**config.mk**
```make
export PLATFORM = sky130hd
export DESIGN_NAME = dds_tone_generator_adsr_core
export DESIGN_NICKNAME = d
export VERILOG_FILES = /design/src/rtl/core/dtga_pkg.sv /design/src/rtl/core/dds_tone_generator_adsr_core.sv
export SDC_FILE = /design/constraint.sdc
export NUM_CORES = 2
export LEC_CHECK = 0
export BUFFER_PORTS_ARGS = -buffer_cell sky130_fd_sc_hd__buf_2
export CORE_MARGIN = 2
export CORE_UTILIZATION = 25
export CTS_CLUSTER_SIZE = 10
export DETAILED_ROUTE_END_ITERATION = 8
export HOLD_SLACK_MARGIN = 0.08
export PLACE_DENSITY = 0.36
export SKIP_CTS_REPAIR_TIMING = 1
export SLEW_MARGIN = 20
export SYNTH_ARGS = -nofsm -noshare
export SYNTH_HDL_FRONTEND = slang
export SYNTH_SLANG_ARGS = --single-unit
```
**constraint.sdc**
```tcl
create_clock -name clk -period 32.9 [get_ports clk]
set_input_delay 1.645 -clock clk [delete_from_list [all_inputs] [get_ports clk]]
set_output_delay 1.645 -clock clk [all_outputs]
set_load 0.02 [all_outputs]
```
**src/rtl/core/dtga_pkg.sv**
```systemverilog
// ----------------------------------------------------------------------------
// DDS tone generator package
// Constants, codes, lookup tables and arithmetic helpers of the generator.
// ----------------------------------------------------------------------------
package dtga_pkg;

  localparam int SINE_DEPTH  = 256;
  localparam int SINE_AW     = $clog2(SINE_DEPTH);
  localparam int DECAY_DEPTH = 256;
  localparam int DECAY_AW    = $clog2(DECAY_DEPTH);
  localparam int PHASE_BITS  = 32;
  localparam int DAC_BITS    = 12;
  localparam int ADDR_W      = 5;

  localparam logic [DAC_BITS-1:0] DAC_MID = DAC_BITS'(((1 << DAC_BITS) - 1) / 2);

  localparam logic [63:0] HALF_PI_Q30    = 64'd1686629713;
  localparam logic [63:0] DECAY_RATIO_Q32 = 64'd4244929412;

  localparam logic [2:0] REG_TONE_STEP   = 3'd0;
  localparam logic [2:0] REG_SECOND_STEP = 3'd1;
  localparam logic [2:0] REG_VOICE_MODE  = 3'd2;
  localparam logic [2:0] REG_VOLUME      = 3'd3;
  localparam logic [2:0] REG_SUSTAIN     = 3'd4;
  localparam logic [2:0] REG_ATTACK      = 3'd5;
  localparam logic [2:0] REG_DECAY       = 3'd6;
  localparam logic [2:0] REG_RELEASE     = 3'd7;

  localparam logic [2:0] WF_SINE   = 3'd0;
  localparam logic [2:0] WF_TRI    = 3'd1;
  localparam logic [2:0] WF_SQUARE = 3'd2;
  localparam logic [2:0] WF_SAW    = 3'd3;
  localparam logic [2:0] WF_HARM   = 3'd4;

  localparam logic [1:0] MOD_NONE = 2'd0;
  localparam logic [1:0] MOD_BIN  = 2'd1;
  localparam logic [1:0] MOD_AM   = 2'd2;

  localparam logic [2:0] ST_OFF     = 3'd0;
  localparam logic [2:0] ST_ATTACK  = 3'd1;
  localparam logic [2:0] ST_DECAY   = 3'd2;
  localparam logic [2:0] ST_SUSTAIN = 3'd3;
  localparam logic [2:0] ST_RELEASE = 3'd4;

  typedef logic signed [15:0] sine_tab_t [SINE_DEPTH];
  typedef logic [15:0] decay_tab_t [DECAY_DEPTH];
  typedef logic [14:0] harm_tab_t [4];

  localparam harm_tab_t HARM_W = '{15'd30008, 15'd18546, 15'd11462, 15'd5520};

  function automatic sine_tab_t build_sine();
    sine_tab_t t;
    logic [63:0] p;
    logic [63:0] f;
    logic [63:0] th;
    logic [63:0] th2;
    logic [63:0] term;
    logic signed [63:0] s;
    logic signed [63:0] v;
    logic [1:0] quad;
    for (int i = 0; i < SINE_DEPTH; i++) begin
      p = (64'(i) << 32) / SINE_DEPTH;
      quad = p[31:30];
      f = p & 64'h3FFF_FFFF;
      if (quad[0]) f = (64'd1 << 30) - f;
      th = (f * HALF_PI_Q30) >> 30;
      th2 = (th * th) >> 30;
      term = th;
      s = $signed(th);
      for (int k = 1; k <= 7; k++) begin
        term = (term * th2) >> 30;
        term = term / 64'((2 * k) * (2 * k + 1));
        if (k[0]) s = s - $signed(term);
        else s = s + $signed(term);
      end
      if (s < 0) s = 0;
      if (s > (64'sd1 <<< 30)) s = 64'sd1 <<< 30;
      v = (s * 64'sd32767) >>> 30;
      if (v > 64'sd32767) v = 64'sd32767;
      t[i] = quad[1] ? 16'(-v) : 16'(v);
    end
    return t;
  endfunction

  function automatic decay_tab_t build_decay();
    decay_tab_t t;
    logic [63:0] e;
    logic [63:0] r;
    e = 64'd1 << 32;
    for (int i = 0; i < DECAY_DEPTH; i++) begin
      r = (e + 64'd32768) >> 16;
      t[i] = (r > 64'd65535) ? 16'hFFFF : r[15:0];
      e = (e * DECAY_RATIO_Q32 + (64'd1 << 31)) >> 32;
    end
    return t;
  endfunction

  localparam sine_tab_t  SINE_ROM  = build_sine();
  localparam decay_tab_t DECAY_ROM = build_decay();

  function automatic logic signed [50:0] shr_tz(input logic signed [50:0] v,
                                                input logic [5:0] k);
    logic [50:0] m;
    m = v[50] ? 51'(-v) : 51'(v);
    m = m >> k;
    return v[50] ? -$signed(m) : $signed(m);
  endfunction

  function automatic logic signed [15:0] sat16(input logic signed [50:0] v);
    if (v > 51'sd32767) return 16'sd32767;
    if (v < -51'sd32767) return -16'sd32767;
    return v[15:0];
  endfunction

endpackage

```
**src/rtl/core/dds_tone_generator_adsr_core.sv**
```systemverilog
// ----------------------------------------------------------------------------
// DDS tone generator with ADSR envelope
// Phase accumulator oscillator, five waveforms, binaural or AM second
// oscillator, ADSR envelope, volume and DAC offset in one sequenced datapath.
// ----------------------------------------------------------------------------
// Each accepted item is one sample tick and yields one DAC sample. A tick with
// the generator off goes straight to the output state; the length of an active
// tick is set mostly by the 16-step shared restoring divider, which serves the
// envelope position, and by the single shared multiplier, which runs one
// product per cycle: envelope table, triangle or saw, four harmonic terms, AM,
// envelope scaling, volume and the reciprocal for the division by 255 in turn.
// The input is held off while a tick is in work; a finished sample waits in the
// output register and the next tick is taken meanwhile; a tick only ends once
// that register is free. Configuration is to be written through the APB port
// while the block is idle; the block itself does not enforce this.
module dds_tone_generator_adsr_core import dtga_pkg::*; (
  input  logic                clk,
  input  logic                rst,
  input  logic                in_valid,
  output logic                in_ready,
  input  logic                note_start,
  input  logic                note_stop,
  input  logic                gen_enable,
  input  logic                gen_disable,
  input  logic                ms_tick,
  output logic                out_valid,
  input  logic                out_ready,
  output logic [DAC_BITS-1:0] dac_sample,
  output logic [2:0]          env_phase,
  input  logic                psel,
  input  logic                penable,
  input  logic                pwrite,
  input  logic [ADDR_W-1:0]   paddr,
  input  logic [31:0]         pwdata,
  output logic [31:0]         prdata,
  output logic                pready
);

  localparam logic [4:0] S_IDLE  = 5'd0;
  localparam logic [4:0] S_ENV   = 5'd1;
  localparam logic [4:0] S_DIV   = 5'd2;
  localparam logic [4:0] S_ENV2  = 5'd3;
  localparam logic [4:0] S_ENV3  = 5'd4;
  localparam logic [4:0] S_WAVE  = 5'd5;
  localparam logic [4:0] S_WSH   = 5'd6;
  localparam logic [4:0] S_HARM  = 5'd7;
  localparam logic [4:0] S_HACC  = 5'd8;
  localparam logic [4:0] S_HFIN  = 5'd9;
  localparam logic [4:0] S_MOD   = 5'd10;
  localparam logic [4:0] S_AM1   = 5'd11;
  localparam logic [4:0] S_AM2   = 5'd12;
  localparam logic [4:0] S_AM3   = 5'd13;
  localparam logic [4:0] S_ENVM  = 5'd14;
  localparam logic [4:0] S_ENVM2 = 5'd15;
  localparam logic [4:0] S_VOL   = 5'd16;
  localparam logic [4:0] S_VOL2  = 5'd17;
  localparam logic [4:0] S_FIN   = 5'd18;
  localparam logic [4:0] S_OUT   = 5'd19;
  localparam logic [4:0] S_RCP   = 5'd20;
  localparam logic [4:0] S_RCP2  = 5'd21;

  localparam logic signed [17:0] RECIP_255 = 18'sd65794;

  logic [31:0] tone_step;
  logic [31:0] second_step;
  logic [12:0] voice_mode;
  logic [7:0]  volume;
  logic [15:0] sustain_lvl;
  logic [15:0] attack_len;
  logic [15:0] decay_len;
  logic [15:0] release_len;

  logic [4:0]  state;
  logic [4:0]  ret;
  logic [PHASE_BITS-1:0] phase_accum;
  logic [31:0] second_phase;
  logic [2:0]  stage;
  logic [15:0] elapsed;
  logic [15:0] level;
  logic        gen_on;
  logic signed [15:0] samp;
  logic signed [33:0] acc;
  logic [1:0]  hcnt;
  logic [15:0] rem;
  logic [15:0] dq;
  logic [15:0] den;
  logic [3:0]  dcnt;
  logic        neg;
  logic [22:0] xmag;
  logic [DAC_BITS-1:0] dac_res;

  logic signed [32:0] mul_a;
  logic signed [17:0] mul_b;
  logic signed [50:0] prod;

  logic [15:0] ev_elapsed;
  logic [2:0]  ev_stage;
  logic        ev_gen;
  logic [31:0] f;
  logic [2:0]  wf;
  logic [1:0]  md;
  logic [7:0]  depth;
  logic [31:0] sp_next;
  logic signed [15:0] sine_f;
  logic signed [15:0] sine_sp;
  logic signed [15:0] sine_h;
  logic [31:0] hphase;
  logic [16:0] dec_a;
  logic [15:0] rom_val;
  logic signed [32:0] wave_a;
  logic signed [50:0] sh16;
  logic signed [50:0] sh23;
  logic signed [50:0] sh30;
  logic signed [50:0] sh31;
  logic [17:0] dec_sum;
  logic signed [16:0] bsum;
  logic signed [16:0] bmag;
  logic signed [16:0] bhalf;
  logic [50:0] vmag;
  logic [16:0] div_t;
  logic        div_ge;
  logic [15:0] rcp_q;
  logic [23:0] rcp_back;
  logic [15:0] rcp_fix;
  logic signed [16:0] fin_s;
  logic signed [17:0] fin_sum;
  logic        cfg_wr;

  assign pready = 1'b1;
  assign cfg_wr = psel && penable && pwrite;
  assign in_ready = (state == S_IDLE);

  always_comb begin
    unique case (paddr[4:2])
      REG_TONE_STEP:   prdata = tone_step;
      REG_SECOND_STEP: prdata = second_step;
      REG_VOICE_MODE:  prdata = {19'd0, voice_mode};
      REG_VOLUME:      prdata = {24'd0, volume};
      REG_SUSTAIN:     prdata = {16'd0, sustain_lvl};
      REG_ATTACK:      prdata = {16'd0, attack_len};
      REG_DECAY:       prdata = {16'd0, decay_len};
      REG_RELEASE:     prdata = {16'd0, release_len};
    endcase
  end

  always_ff @(posedge clk) begin
    if (rst) begin
      tone_step   <= '0;
      second_step <= '0;
      voice_mode  <= '0;
      volume      <= 8'd200;
      sustain_lvl <= 16'd32768;
      attack_len  <= 16'd10;
      decay_len   <= 16'd100;
      release_len <= 16'd200;
    end else if (cfg_wr) begin
      unique case (paddr[4:2])
        REG_TONE_STEP:   tone_step   <= pwdata;
        REG_SECOND_STEP: second_step <= pwdata;
        REG_VOICE_MODE:  voice_mode  <= pwdata[12:0];
        REG_VOLUME:      volume      <= pwdata[7:0];
        REG_SUSTAIN:     sustain_lvl <= pwdata[15:0];
        REG_ATTACK:      attack_len  <= pwdata[15:0];
        REG_DECAY:       decay_len   <= pwdata[15:0];
        REG_RELEASE:     release_len <= pwdata[15:0];
      endcase
    end
  end

  always_comb begin
    ev_elapsed = (ms_tick && elapsed != 16'hFFFF) ? elapsed + 16'd1 : elapsed;
    ev_stage = stage;
    if (note_start) begin
      ev_stage = ST_ATTACK;
      ev_elapsed = '0;
    end
    if (note_stop && ev_stage >= ST_ATTACK && ev_stage <= ST_SUSTAIN) begin
      ev_stage = ST_RELEASE;
      ev_elapsed = '0;
    end
    ev_gen = gen_on || gen_enable;
    if (gen_disable) begin
      ev_gen = 1'b0;
      ev_stage = ST_OFF;
    end
  end

  always_comb begin
    f = phase_accum[PHASE_BITS-1 -: 32];
    wf = voice_mode[2:0];
    md = voice_mode[4:3];
    depth = voice_mode[12:5];
    sp_next = second_phase + second_step;
    sine_f = SINE_ROM[f[31 -: SINE_AW]];
    sine_sp = SINE_ROM[sp_next[31 -: SINE_AW]];
    case (hcnt)
      2'd0:    hphase = f;
      2'd1:    hphase = f << 1;
      2'd2:    hphase = f + (f << 1);
      default: hphase = f << 2;
    endcase
    sine_h = SINE_ROM[hphase[31 -: SINE_AW]];
    dec_a = 17'h10000 - {1'b0, sustain_lvl};
    rom_val = DECAY_ROM[dq[DECAY_AW-1:0]];
    if (wf == WF_SAW) wave_a = $signed({1'b0, f}) - 33'sd2147483648;
    else if (f < 32'h4000_0000) wave_a = $signed({1'b0, f});
    else if (f < 32'hC000_0000) wave_a = 33'sd2147483648 - $signed({1'b0, f});
    else wave_a = $signed({1'b1, f});
    sh16 = shr_tz(prod, 6'd16);
    sh23 = shr_tz(prod, 6'd23);
    sh30 = shr_tz(prod, 6'd30);
    sh31 = shr_tz(prod, 6'd31);
    dec_sum = {2'b00, sustain_lvl} + 18'(prod[33:16]);
    bsum = {samp[15], samp} + {sine_sp[15], sine_sp};
    bmag = bsum[16] ? -bsum : bsum;
    bhalf = bsum[16] ? -(bmag >>> 1) : (bmag >>> 1);
    vmag = prod[50] ? 51'(-prod) : 51'(prod);
    div_t = {rem, dq[15]};
    div_ge = (div_t >= {1'b0, den});
    rcp_q = prod[39:24];
    rcp_back = {rcp_q, 8'd0} - {8'd0, rcp_q};
    rcp_fix = (rcp_back > {1'b0, xmag}) ? rcp_q - 16'd1 : rcp_q;
    fin_s = neg ? -$signed({1'b0, dq}) : $signed({1'b0, dq});
    fin_sum = {fin_s[16], fin_s} + 18'sd32767;
  end

  always_comb begin
    mul_a = '0;
    mul_b = '0;
    case (state)
      S_ENV2: begin
        mul_b = $signed({2'b00, rom_val});
        if (stage == ST_DECAY) mul_a = $signed({16'd0, dec_a});
        else mul_a = $signed({17'd0, sustain_lvl});
      end
      S_WAVE: begin
        mul_a = wave_a;
        mul_b = 18'sd32767;
      end
      S_HARM: begin
        mul_a = 33'(sine_h);
        mul_b = $signed({3'b000, HARM_W[hcnt]});
      end
      S_MOD: begin
        mul_a = $signed({25'd0, depth});
        mul_b = 18'(sine_sp);
      end
      S_AM2: begin
        mul_a = acc[32:0];
        mul_b = 18'(samp);
      end
      S_ENVM: begin
        mul_a = 33'(samp);
        mul_b = $signed({2'b00, level});
      end
      S_VOL: begin
        mul_a = 33'(samp);
        mul_b = $signed({10'd0, volume});
      end
      S_RCP: begin
        mul_a = $signed({10'd0, xmag});
        mul_b = RECIP_255;
      end
      default: begin
        mul_a = '0;
        mul_b = '0;
      end
    endcase
  end

  always_ff @(posedge clk) begin
    prod <= mul_a * mul_b;
  end

  always_ff @(posedge clk) begin
    if (rst) begin
      state        <= S_IDLE;
      out_valid    <= 1'b0;
      phase_accum  <= '0;
      second_phase <= '0;
      stage        <= ST_OFF;
      elapsed      <= '0;
      level        <= '0;
      gen_on       <= 1'b1;
    end else begin
      if (out_valid && out_ready && state != S_OUT) out_valid <= 1'b0;
      unique case (state)
        S_IDLE: begin
          if (in_valid) begin
            elapsed <= ev_elapsed;
            stage   <= ev_stage;
            gen_on  <= ev_gen;
            if (gen_disable) level <= '0;
            if (ev_gen) begin
              state <= S_ENV;
            end else begin
              dac_res <= DAC_MID;
              state   <= S_OUT;
            end
          end
        end
        S_ENV: begin
          dcnt <= 4'd15;
          ret  <= S_ENV2;
          case (stage)
            ST_ATTACK: begin
              if (elapsed < attack_len) begin
                rem   <= elapsed;
                dq    <= '0;
                den   <= attack_len;
                state <= S_DIV;
              end else begin
                stage   <= ST_DECAY;
                elapsed <= '0;
                state   <= S_WAVE;
              end
            end
            ST_DECAY: begin
              if (elapsed < decay_len) begin
                rem   <= {8'd0, elapsed[15:8]};
                dq    <= {elapsed[7:0], 8'd0};
                den   <= decay_len;
                state <= S_DIV;
              end else begin
                stage <= ST_SUSTAIN;
                level <= sustain_lvl;
                state <= S_WAVE;
              end
            end
            ST_SUSTAIN: begin
              level <= sustain_lvl;
              state <= S_WAVE;
            end
            ST_RELEASE: begin
              if (elapsed < release_len) begin
                rem   <= {8'd0, elapsed[15:8]};
                dq    <= {elapsed[7:0], 8'd0};
                den   <= release_len;
                state <= S_DIV;
              end else begin
                stage <= ST_OFF;
                level <= '0;
                state <= S_WAVE;
              end
            end
            default: begin
              stage <= ST_OFF;
              level <= '0;
              state <= S_WAVE;
            end
          endcase
        end
        S_DIV: begin
          rem <= div_ge ? 16'(div_t - {1'b0, den}) : div_t[15:0];
          dq  <= {dq[14:0], div_ge};
          if (dcnt == 4'd0) state <= ret;
          else dcnt <= dcnt - 4'd1;
        end
        S_ENV2: begin
          if (stage == ST_ATTACK) begin
            level <= dq;
            state <= S_WAVE;
          end else begin
            state <= S_ENV3;
          end
        end
        S_ENV3: begin
          if (stage == ST_DECAY) level <= (dec_sum > 18'd65535) ? 16'hFFFF : dec_sum[15:0];
          else level <= prod[31:16];
          state <= S_WAVE;
        end
        S_WAVE: begin
          case (wf)
            WF_SINE: begin
              samp  <= sine_f;
              state <= S_MOD;
            end
            WF_SQUARE: begin
              samp  <= f[31] ? -16'sd32767 : 16'sd32767;
              state <= S_MOD;
            end
            WF_TRI, WF_SAW: state <= S_WSH;
            WF_HARM: begin
              acc   <= '0;
              hcnt  <= '0;
              state <= S_HARM;
            end
            default: begin
              samp  <= '0;
              state <= S_MOD;
            end
          endcase
        end
        S_WSH: begin
          samp  <= (wf == WF_TRI) ? sh30[15:0] : sh31[15:0];
          state <= S_MOD;
        end
        S_HARM: state <= S_HACC;
        S_HACC: begin
          acc <= acc + prod[33:0];
          if (hcnt == 2'd3) begin
            state <= S_HFIN;
          end else begin
            hcnt  <= hcnt + 2'd1;
            state <= S_HARM;
          end
        end
        S_HFIN: begin
          samp  <= sat16(shr_tz({{17{acc[33]}}, acc}, 6'd16));
          state <= S_MOD;
        end
        S_MOD: begin
          case (md)
            MOD_BIN: begin
              second_phase <= sp_next;
              samp         <= bhalf[15:0];
              state        <= S_ENVM;
            end
            MOD_AM: begin
              second_phase <= sp_next;
              state        <= S_AM1;
            end
            default: state <= S_ENVM;
          endcase
        end
        S_AM1: begin
          acc   <= prod[33:0] + 34'sd8388608;
          state <= S_AM2;
        end
        S_AM2: state <= S_AM3;
        S_AM3: begin
          samp  <= sat16(sh23);
          state <= S_ENVM;
        end
        S_ENVM: state <= S_ENVM2;
        S_ENVM2: begin
          samp  <= sh16[15:0];
          state <= S_VOL;
        end
        S_VOL: state <= S_VOL2;
        S_VOL2: begin
          neg   <= prod[50];
          xmag  <= vmag[22:0];
          state <= S_RCP;
        end
        S_RCP: state <= S_RCP2;
        S_RCP2: begin
          dq    <= rcp_fix;
          state <= S_FIN;
        end
        S_FIN: begin
          dac_res     <= fin_sum[15 -: DAC_BITS];
          phase_accum <= phase_accum + PHASE_BITS'(tone_step);
          state       <= S_OUT;
        end
        S_OUT: begin
          if (!out_valid || out_ready) begin
            out_valid  <= 1'b1;
            dac_sample <= dac_res;
            env_phase  <= stage;
            state      <= S_IDLE;
          end
        end
        default: state <= S_IDLE;
      endcase
    end
  end

endmodule

```
==> flow_metrics.py <==
metrics = {
    "status": {
        "status": "finished with violations",
        "violations": "DRC",
    },
    "synth": {
        "synthFlopType": "dfxtp_1",
        "syn_nets": 11280,
        "synth_warnings": 0,
        "synth_top_area_cell": "fa_1",
        "yosys-top-cells-area": "fa_1, ha_1, dfxtp_1, nand2_1, edfxtp_1",
        "synth_seq_cells": 461,
        "netlist.area_leader.share_pct": 15.2,
        "syn_area_sq_um": 75700,
        "synth-seq-area-share_pct": 14.2,
        "synth_edf_count": 155,
        "synth.distinct_cells": 107,
        "async_flop_share_pct": 0,
        "avgSynthCellArea_sq_um": 7.45,
        "netlist_instances": 10156,
    },
    "placement": {
        "hpwl_microns": 292000,
        "gp_congestion": 0.963,
        "place.port_buffers": 95,
    },
    "cells_and_area": {
        "fillerInstances": 33019,
        "final_util_pct": 27.6,
        "regArea_sq_um": 10800,
        "drive_gt1_share_pct": 7.24,
        "multi_input_area_sq_um": 59500,
        "fin_nets": 11005,
        "syn_to_final_growth_pct": 10.3,
    },
    "clocking": {
        "htreeDepth": 3,
        "clockRootBuffer": "clkbuf_16",
        "clock_sinks": 461,
        "numCtsBuffers": 68,
        "cts_tree": "yes",
        "clk_latency_ns": 0.71,
        "clkTransAtPathRegs_ns": 0.05,
        "cts_buffer_depth": 3,
    },
    "timing": {
        "finalCritPeriodShare_pct": 47.3,
        "finalHoldViolCount": 0,
        "clock.fmax_mhz": 64.2,
        "slew_headroom_pct": 21.3,
        "worst_hold_slack_ns": 0.416,
        "slew_viol_final": 0,
        "rsz0062_at_grt": "false",
        "setup_viol": 0,
        "clock_skew_ns": 0.0398,
        "tightest_slew_ns": 1.18,
        "setup_tns_ns": 0,
        "fin_crit_ns": 15.56,
    },
    "critical_path": {
        "cpMostUsedCell": "fa_1",
        "slowest_stage": "nand4_1",
        "startpoint_type": "flip-flop",
        "cp_max_fo": 33,
        "rrSetupSlack_ns": 17.34,
        "cp_slowest_stage_delay_ns": 0.77,
        "cp.required_ns": 33.50,
        "arrival_ns": 16.16,
        "crit_type": "reg2reg",
        "cp-end-kind": "flip-flop",
    },
    "detailed_routing": {
        "antenna_left": 0,
        "wl_per_cell_microns": 28.2,
        "viasPerCell": 5.74,
        "vias": 79955,
        "dr.pass1.iters": 9,
        "wl_microns": 392000,
        "drt-initial-drc-count": 9205,
        "route.detailed.drc": 9,
    },
    "grt": {
        "grt_pass1_vias": 78091,
        "antenna_found_initial": 29,
        "grt_max_degree": 194,
        "overflow": 0,
        "grt_first_pass_wirelength_microns": 569000,
        "grt_usage_pct": 24.8,
    },
    "power_and_ir_drop": {
        "peakVddDrop_mv": 0.179,
        "leakage_nw": 33.5,
        "p_per_area_nw_per_um2": 65.8,
    },
    "floorplanning": {
        "dieArea_sq_um": 307000,
        "pin_count": 99,
        "coreArea_sq_um": 302000,
        "initial_core_util_pct": 25.1,
        "fp-row-count": 202,
        "die_w_microns": 554,
        "die-height_microns": 554,
    },
    "worst_hold_path": {
        "hold_class": "reg2reg",
    },
    "job": {
        "maxCapViolCount": 0,
    },
}
## state kept, by name, summed over array words and instances, names as in the netlist, 4 cells and up
name / cells
dq: 16
dac_res: 12
rem: 16
den: 16
acc: 34
second_step: 32
volume: 8
voice_mode: 13
elapsed: 16
level: 16
xmag: 23
state: 5
release_len: 16
samp: 16
prod: 51
dcnt: 4
second_phase: 32
f: 32
attack_len: 16
tone_step: 32
dac_sample: 12
sustain_lvl: 16
decay_len: 16
## layer usage
| metal | up-vias | track usage [%] | share of wire [%] |
|---|---|---|---|
| li1 | 35742 | - | - |
| met1 | 39973 | 33.9 | 44 |
| met2 | 3484 | 38.8 | 44 |
| met3 | 740 | 3.49 | 6.8 |
| met4 | 16 | 10.4 | 4.7 |
| met5 | - | 0 | 0.026 |
## power breakdown
group | switching [mW] | internal [mW]
Combinational | 2.81 | 1.20
Sequential | 0.0771 | 0.645
Clock | 0.319 | 0.450
## final timing paths
kind / from / endpoint / cells after the start
max: second_step[0] / prod[50] / 51
min: dac_res[10] / dac_sample[10] / 0
max reg2reg: second_step[0] / prod[50] / 51
min reg2reg: dac_res[10] / dac_sample[10] / 0
## metrics by stage
stage	area (sq um)	worst slack, ns	std cells	power, mW
after floorplan	75700	20.78	10156	3.06
after global placement	81100	17.63	13787	4.59
after detailed placement	81100	17.51	13788	4.60
after CTS	83400	17.49	13911	5.40
after global routing	83500	16.73	13913	5.78
final	83500	17.34	13921	5.49
## cell usage after synthesis, drive strengths merged, types with 255 or more instances
cell	number
a21oi	816
clkbuf	649
dfxtp	306
fa	575
ha	500
inv	805
nand2	1420
nand3	255
nor2	703
nor3	260
o21ai	667
xnor2	287
## cell type report
cell class                      instances  share of cell area (%)
Antenna cell                            9                  0.0270
Clock buffer                          100                    2.40
Clock inverter                         23                   0.328
Inverter                              818                    3.68
Multi-Input combinational cell       8126                    71.3
Sequential cell                       461                    12.9
Tap cell                             3978                    5.96
Timing Repair Buffer                  406                    3.39
## cell families (layout without fill, tap and decap cells)
| kind of cell | count (synthesis) | in the layout | synth area share, % |
|---|---|---|---|
| buffers and inverters | 1569 | 1347 | 7.84 |
| muxes | 89 | 89 | 1.61 |
| and+or+nand+nor | 3440 | 3440 | 21.0 |
| DFF | 461 | 461 | 14.2 |
| xor gates and xnor gates | 400 | 400 | 4.65 |
| adders and majority gates | 1077 | 1077 | 23.5 |
| AOI/OAI and AO/OA | 3119 | 3119 | 27.2 |
| other | 1 | 10 | 0.00495 |
## worst max-delay path, delay by kind of cell, from the launching register on
family	cells	cell delay, ns
compound gates	22	6.84
fa+ha+maj	10	4.28
simple gates	8	1.95
buf+inv	10	1.65
flops	1	0.38
xor+xnor	1	0.22
## placed cells by master, fill, tap and decap left out, types with 112 or more instances in the layout
cell type and n:
nand2_1 1419, a21oi_1 811, inv_1 799, nor2_1 684, o21ai_0 652, fa_1 575
ha_1 500, buf_4 310, dfxtp_1 300, xnor2_1 283, nand3_1 252, nor3_1 241
and2_1 159, a31oi_1 158, edfxtp_1 155, o211ai_1 139, a211oi_1 129, a21o_1 128
xor2_1 113, nand2b_1 112
(Power assumes the default switching activity.)
